`src/hw/rtl/tsusq_pkg.sv`:
```
`default_nettype none

package tsusq_pkg;

   // sizing
   localparam int MAX_STRIPS_PER_SIDE = 1024;
   localparam int STRIP_W = 10;
   localparam int PTR_W = 11;
   localparam int CFG_W = 11;
   localparam int OP_W = 2;
   localparam int STAT_W = 3;
   localparam int TDATA_W = 16;
   localparam int IDX_W = $clog2(MAX_STRIPS_PER_SIDE);
   localparam int SLOT_AW = IDX_W + 1;
   localparam int SLOT_DEPTH = 2 * MAX_STRIPS_PER_SIDE;
   localparam int ENTRY_W = STRIP_W + 1;
   localparam int CAP_NEED_W = $clog2(MAX_STRIPS_PER_SIDE + 1);
   localparam int CMP_W = (CAP_NEED_W > PTR_W) ? CAP_NEED_W : PTR_W;

   localparam logic [CFG_W-1:0] CFG_RESET = CFG_W'(768);
   localparam logic [PTR_W-1:0] PTR_MAX = {PTR_W{1'b1}};
   localparam logic [CMP_W-1:0] CAP_MAX = CMP_W'(MAX_STRIPS_PER_SIDE);
   localparam logic [SLOT_AW-1:0] SWEEP_LAST = SLOT_AW'(SLOT_DEPTH - 1);

   // request kinds
   localparam logic [OP_W-1:0] OP_ADD = 2'd0;
   localparam logic [OP_W-1:0] OP_USE = 2'd1;
   localparam logic [OP_W-1:0] OP_CLEAR = 2'd2;

   typedef enum logic [STAT_W-1:0] {
      STAT_OK = 3'd0,
      STAT_DUP = 3'd1,
      STAT_RANGE = 3'd2,
      STAT_FULL = 3'd3,
      STAT_PAST_END = 3'd4,
      STAT_EMPTY = 3'd5
   } tsusq_status_type;

   typedef enum logic [1:0] {
      S_SWEEP,
      S_IDLE,
      S_EXEC
   } tsusq_state_type;

   typedef struct packed {
      logic [STRIP_W-1:0] strip_out;
      logic               strip_valid;
      tsusq_status_type   status;
   } tsusq_result_type;

   // slot memory holds {live, strip} per queue position
   typedef struct packed {
      logic               wr_en;
      logic [SLOT_AW-1:0] wr_addr;
      logic [ENTRY_W-1:0] wr_data;
      logic               rd_en;
      logic [SLOT_AW-1:0] rd_addr;
   } tsusq_slot_req_type;

   // presence memory holds one bit per side and strip
   typedef struct packed {
      logic               wr_en;
      logic [SLOT_AW-1:0] wr_addr;
      logic               wr_data;
      logic               rd_en;
      logic [SLOT_AW-1:0] rd_addr;
   } tsusq_flag_req_type;

   // pointer step that sticks at its top value
   function automatic logic [PTR_W-1:0] bump_ptr(input logic [PTR_W-1:0] p);
      return (p == PTR_MAX) ? p : p + PTR_W'(1);
   endfunction

endpackage

`default_nettype wire

```
`src/hw/rtl/tsusq_ctrl.sv`:
```
`default_nettype none

module tsusq_ctrl (
   input  wire logic                        clock,
   input  wire logic                        reset,
   input  wire logic                        req_valid,
   output logic                             req_ready,
   input  wire logic [tsusq_pkg::OP_W-1:0]  req_op,
   input  wire logic                        req_side,
   input  wire logic [tsusq_pkg::STRIP_W-1:0] req_strip,
   input  wire logic [tsusq_pkg::CMP_W-1:0] cap,
   input  wire logic                        out_free,
   output logic                             res_load,
   output tsusq_pkg::tsusq_result_type      res,
   output tsusq_pkg::tsusq_slot_req_type    slot_req,
   input  wire logic [tsusq_pkg::ENTRY_W-1:0] slot_rdata,
   output tsusq_pkg::tsusq_flag_req_type    flag_req,
   input  wire logic                        flag_rdata
);

   import tsusq_pkg::*;

   tsusq_state_type    state_ff, state_in;
   logic [SLOT_AW-1:0] sweep_ff, sweep_in;
   logic [PTR_W-1:0]   fill_ff [2];
   logic [PTR_W-1:0]   fill_in [2];
   logic [PTR_W-1:0]   use_ff [2];
   logic [PTR_W-1:0]   use_in [2];
   logic [OP_W-1:0]    op_ff, op_in;
   logic               side_ff, side_in;
   logic [STRIP_W-1:0] strip_ff, strip_in;

   logic [PTR_W-1:0]   fill_cur;
   logic [PTR_W-1:0]   use_cur;
   logic               ent_live;
   logic [STRIP_W-1:0] ent_strip;

   assign fill_cur = fill_ff[side_ff];
   assign use_cur = use_ff[side_ff];
   assign ent_live = slot_rdata[ENTRY_W-1];
   assign ent_strip = slot_rdata[STRIP_W-1:0];

   // state and pointer registers
   always_ff @(posedge clock) begin
      if (reset) begin
         state_ff <= S_SWEEP;
         sweep_ff <= '0;
         fill_ff[0] <= '0;
         fill_ff[1] <= '0;
         use_ff[0] <= '0;
         use_ff[1] <= '0;
      end else begin
         state_ff <= state_in;
         sweep_ff <= sweep_in;
         fill_ff[0] <= fill_in[0];
         fill_ff[1] <= fill_in[1];
         use_ff[0] <= use_in[0];
         use_ff[1] <= use_in[1];
      end
   end

   // captured word
   always_ff @(posedge clock) begin
      op_ff <= op_in;
      side_ff <= side_in;
      strip_ff <= strip_in;
   end

   // next state, memory accesses and result
   always_comb begin
      state_in = state_ff;
      sweep_in = sweep_ff;
      fill_in[0] = fill_ff[0];
      fill_in[1] = fill_ff[1];
      use_in[0] = use_ff[0];
      use_in[1] = use_ff[1];
      op_in = op_ff;
      side_in = side_ff;
      strip_in = strip_ff;
      slot_req = '0;
      flag_req = '0;
      req_ready = 1'b0;
      res_load = 1'b0;
      res = '{strip_out: '0, strip_valid: 1'b0, status: STAT_OK};

      unique case (state_ff)
         // wipe live and presence bits, one entry a cycle
         S_SWEEP: begin
            slot_req.wr_en = 1'b1;
            slot_req.wr_addr = sweep_ff;
            flag_req.wr_en = 1'b1;
            flag_req.wr_addr = sweep_ff;
            sweep_in = sweep_ff + SLOT_AW'(1);
            if (sweep_ff == SWEEP_LAST) begin
               state_in = S_IDLE;
            end
         end

         // take a word and start both memory reads
         S_IDLE: begin
            req_ready = 1'b1;
            if (req_valid) begin
               op_in = req_op;
               side_in = req_side;
               strip_in = req_strip;
               slot_req.rd_en = 1'b1;
               slot_req.rd_addr = {req_side, IDX_W'(use_ff[req_side])};
               flag_req.rd_en = 1'b1;
               flag_req.rd_addr = {req_side, IDX_W'(req_strip)};
               state_in = S_EXEC;
            end
         end

         // decide, write back and hand the result over
         S_EXEC: begin
            if (out_free) begin
               res_load = 1'b1;
               state_in = S_IDLE;
               unique case (op_ff)
                  OP_ADD: begin
                     priority if (CMP_W'(strip_ff) >= cap) begin
                        res.status = STAT_RANGE;
                     end else if (CMP_W'(fill_cur) >= cap) begin
                        fill_in[side_ff] = bump_ptr(fill_cur);
                        res.status = STAT_FULL;
                     end else if (flag_rdata) begin
                        res.status = STAT_DUP;
                     end else begin
                        slot_req.wr_en = 1'b1;
                        slot_req.wr_addr = {side_ff, IDX_W'(fill_cur)};
                        slot_req.wr_data = {1'b1, strip_ff};
                        flag_req.wr_en = 1'b1;
                        flag_req.wr_addr = {side_ff, IDX_W'(strip_ff)};
                        flag_req.wr_data = 1'b1;
                        fill_in[side_ff] = bump_ptr(fill_cur);
                     end
                  end
                  OP_USE: begin
                     use_in[side_ff] = bump_ptr(use_cur);
                     priority if (CMP_W'(use_cur) >= cap) begin
                        res.status = STAT_PAST_END;
                     end else if (ent_live) begin
                        res.strip_out = ent_strip;
                        res.strip_valid = 1'b1;
                        slot_req.wr_en = 1'b1;
                        slot_req.wr_addr = {side_ff, IDX_W'(use_cur)};
                        slot_req.wr_data = {1'b0, ent_strip};
                        flag_req.wr_en = 1'b1;
                        flag_req.wr_addr = {side_ff, IDX_W'(ent_strip)};
                        flag_req.wr_data = 1'b0;
                     end else begin
                        res.status = STAT_EMPTY;
                     end
                  end
                  OP_CLEAR: begin
                     state_in = S_SWEEP;
                     sweep_in = '0;
                     fill_in[0] = '0;
                     fill_in[1] = '0;
                     use_in[0] = '0;
                     use_in[1] = '0;
                  end
                  default: begin
                  end
               endcase
            end
         end

         default: begin
            state_in = S_SWEEP;
            sweep_in = '0;
         end
      endcase
   end

endmodule

`default_nettype wire

```
`config.mk`:
```
export PLATFORM = sky130hd
export DESIGN_NAME = tsusq_ctrl
export DESIGN_NICKNAME = d
export VERILOG_FILES = /design/src/hw/rtl/tsusq_pkg.sv /design/src/hw/rtl/tsusq_ctrl.sv
export SDC_FILE = /design/constraint.sdc
export NUM_CORES = 1
export LEC_CHECK = 0
export BUFFER_PORTS_ARGS = -buffer_cell sky130_fd_sc_hd__buf_2
export CAP_MARGIN = 20
export CORE_AREA = 2 2 109 111
export DETAILED_ROUTE_END_ITERATION = 7
export DIE_AREA = 0 0 111 113
export HOLD_SLACK_MARGIN = 0.06
export PLACE_DENSITY = 0.68
export SLEW_MARGIN = 20
export SYNTH_ARGS = -nofsm -noshare
export SYNTH_HDL_FRONTEND = slang
export SYNTH_SLANG_ARGS = --single-unit
```
`constraint.sdc`:
```
create_clock -name clock -period 3.7 [get_ports clock]
set_input_delay 0.555 -clock clock [delete_from_list [all_inputs] [get_ports clock]]
set_output_delay 0.555 -clock clock [all_outputs]
set_load 0.01 [all_outputs]
```
==> impl_metrics.json <==
{
  "cts_tree": "yes",
  "clock_skew_ps": 8.35,
  "worstSetupStartpointType": "flip-flop",
  "wl_per_cell_um": 19.0,
  "num_antenna_cells": 0,
  "drt-total-wl_um": 16500,
  "drtIter0Drc": 421,
  "syn_area_per_cell_um2": 8.56,
  "slew_headroom": 0.530,
  "grt_pass1_vias": 4759,
  "crit_path_max_fanout": 13,
  "timing.final.crit_share": 1.00,
  "vias": 5084,
  "peakVddDrop_uv": 148,
  "ys_warn_count": 0,
  "grt.total_usage": 0.248,
  "violations": "setup timing",
  "synth_edf_count": 13,
  "cts.htree.levels": 3,
  "yosys_register_bits": 71,
  "drive_gt1_frac": 0.310,
  "row_count": 39,
  "outcome": "finished with violations",
  "async_flop_share": 0,
  "min_period_ps": 3720,
  "hold_start": "req_op[0]",
  "cpMaxStageDelayCell": "dfxtp_4",
  "setup_slack_ps": -17.3,
  "hold_class": "in2reg",
  "p_per_area_nw_per_um2": 271,
  "synth_cell_type_count": 59,
  "overflow": 0,
  "path_clk_slew_ps": 60,
  "clock-sinks": 71,
  "ctsLongestPathBuffers": 2,
  "worstPathCellList": "buf_12, mux2i_4, inv_1, ha_1, a21oi_1, nor2_1, a211oi_2, o21ai_2, nor3_4, buf_12, clkinvlp_4, o221ai_2, buf_2",
  "area_delta_synth_final_pct": 32.5,
  "ys.flop_type": "dfxtp_1",
  "gp_congestion": 0.903,
  "hold_viol": 0,
  "die_w_um": 111,
  "required_ps": 3140,
  "first_pass_iters": 6,
  "worst_pin_slew_ps": 703,
  "final_nets": 799,
  "finalSetupViolations": 2,
  "core_area_um2": 11300,
  "syn_nets": 663,
  "ant_nets": 0,
  "hold_buffers": 0,
  "setup_tns_ps": -23.2,
  "rsz0062_at_grt": "true",
  "vias_per_cell": 5.85,
  "yosysTopAreaCell": "dfxtp_1",
  "slowest_delay_ps": 410,
  "report.final.slew_viol_count": 0,
  "antenna_found_initial": 0,
  "seq_area_frac_synth": 0.310,
  "die_h_um": 113,
  "start_util": 0.444,
  "p_leak_nw": 3.18,
  "grt_max_degree": 26,
  "cap_violations": 0,
  "synth_area_leaders": "dfxtp_1 23%, ha_1 9.5%, edfxtp_1 7.8%",
  "syn-cell-area_um2": 5010,
  "place_ws_ps": 121,
  "synth.top_cell.area_share": 0.232,
  "critical_path.most_common_cell": "buf_12",
  "cts_buffers": 9,
  "clk_latency_ps": 340,
  "drc": 0,
  "die_area_um2": 12500,
  "cts-root-buf": "clkbuf_16",
  "critPathKind": "reg2out",
  "io_buffers": 115,
  "timing.fmax_mhz": 269,
  "cp-end-kind": "primary output",
  "netlist_instances": 585,
  "dpl.hpwl_um": 12000,
  "io-pin-count": 116,
  "arrival_ps": 3160,
  "grt_pass1_wl_um": 24600
}
-- worst max-delay path, delay by kind of cell, from the launching register on --
family,cells,cell delay (ps)
flops,1,410
fa+ha+maj,1,300
buf+inv,5,740
simple gates,2,300
compound gates,4,800
mux,1,260
-- per-layer routing --
layer  global-route usage  vias up  share of wire
met1                0.310     2434           0.42
met3               0.0466       36          0.065
met2                0.427      241           0.48
met4               0.0917        0          0.031
li1                     -     2373              -
met5                    0        -              0
-- logic make-up after synthesis --
group,Yosys count,share of synthesized area
compound gates,122,0.181
simple gates,219,0.220
xor+xnor,23,0.0402
mux,43,0.0889
flops,71,0.310
buf+inv,69,0.0655
fa+ha+maj,38,0.0949
-- cells in the final DEF (no fill, tap or decap), types with 5 or more instances in the layout --
| cell type | Yosys | layout |
|---|---|---|
| a21o_1 | 7 | 7 |
| nand4_1 | 8 | 8 |
| buf_4 | 7 | 28 |
| nor3_1 | 5 | 5 |
| nand3b_1 | 5 | 5 |
| a211oi_1 | 6 | 5 |
| nand2_1 | 71 | 71 |
| and2_1 | 11 | 10 |
| dfxtp_1 | 58 | 57 |
| nor2_1 | 45 | 45 |
| o221ai_2 | 0 | 5 |
| and3_1 | 13 | 13 |
| ha_1 | 38 | 32 |
| a21oi_1 | 23 | 21 |
| xnor2_1 | 15 | 15 |
| nand2b_1 | 15 | 12 |
| clkbuf_16 | 0 | 13 |
| edfxtp_1 | 13 | 13 |
| a22o_1 | 17 | 17 |
| buf_6 | 4 | 6 |
| a32o_1 | 12 | 12 |
| inv_1 | 38 | 36 |
| a222oi_1 | 10 | 10 |
| mux2_2 | 12 | 6 |
| xor2_1 | 8 | 8 |
| mux2i_1 | 31 | 24 |
| ha_4 | 0 | 6 |
| o21ai_0 | 20 | 18 |
| nand3_1 | 16 | 16 |
| nor2b_1 | 10 | 9 |
| mux2_4 | 0 | 6 |
| mux2i_4 | 0 | 7 |
| buf_2 | 9 | 111 |
-- final cells by class --
class                   count  area, µm²
clock buffers              13        260
well taps                 143        179
clock inverters             3       42.5
repair buffers            153       1010
repair inverters            2       15.0
inverters                  39        155
flip-flops and latches     71       1560
fillers                   916       4640
multi-input cells         445       3420
-- sequential cells by signal, summed over array words and instances, names as in the netlist, named ones only --
register	cells
sweep_ff	11
use_ff	22
fill_ff	22
strip_ff	10
state_ff	2
op_ff	2
side_ff	1
-- cell usage after synthesis (2+ instances only) --
cell type	count
mux2i_1	31
o21bai_1	2
a21oi_1	23
a222oi_1	10
nand4_1	8
o21a_1	2
clkbuf_1	10
edfxtp_1	13
a211oi_1	6
nand3_1	16
or3_1	4
o221ai_1	5
ha_1	38
nand3b_1	5
mux2_2	12
and3b_1	2
nand2_1	71
nand2b_1	15
nor2b_1	10
and3_1	13
a22o_1	17
o21ai_0	20
a22oi_1	4
o21ai_1	3
o21ai_2	2
a32o_1	12
dfxtp_1	58
a21o_1	7
and2_1	11
buf_6	4
xor2_1	8
buf_2	9
nor2_1	45
and4_1	2
xnor2_1	15
nor3_1	5
inv_1	38
buf_4	7
nor2_2	2
-- power breakdown --
group,internal [mW],total (mW),leakage (nW),switching [mW]
registers,0.789,0.795,0.585,0.00568
logic,0.0465,0.116,2.45,0.0698
clock network,0.558,0.886,0.146,0.328
-- metrics by stage --
stage | hold WS (ps) | total power, mW | cells | cell area (µm²) | utilization
finish | 384 | 1.80 | 869 | 6640 | 0.589
global route | 381 | 1.84 | 869 | 6640 | 0.589
CTS | 384 | 1.79 | 848 | 6100 | 0.541
detailed placement | 476 | 0.917 | 830 | 5740 | 0.509
global placement | 464 | 0.914 | 830 | 5740 | 0.509
floorplan | 448 | 0.866 | 585 | 5010 | -
-- final timing paths --
| check | endpoint | slack, ps | cells after the start |
|---|---|---|---|
| worst min register to register | fill_ff[0][3] | 480 | 2 |
| worst min-delay path | op_ff[0] | 380 | 1 |
| worst max-delay path | slot_req[25] | -20 | 13 |
| worst max register to register | fill_ff[1][5] | 570 | 12 |
-- timing repair --
action	CTS	global route
setup endpoints to repair	44	45
resized for setup	12	50
pin swaps	6	19
setup buffers	0	17
cloned	2	4
Power figures use the tool's default switching activity.
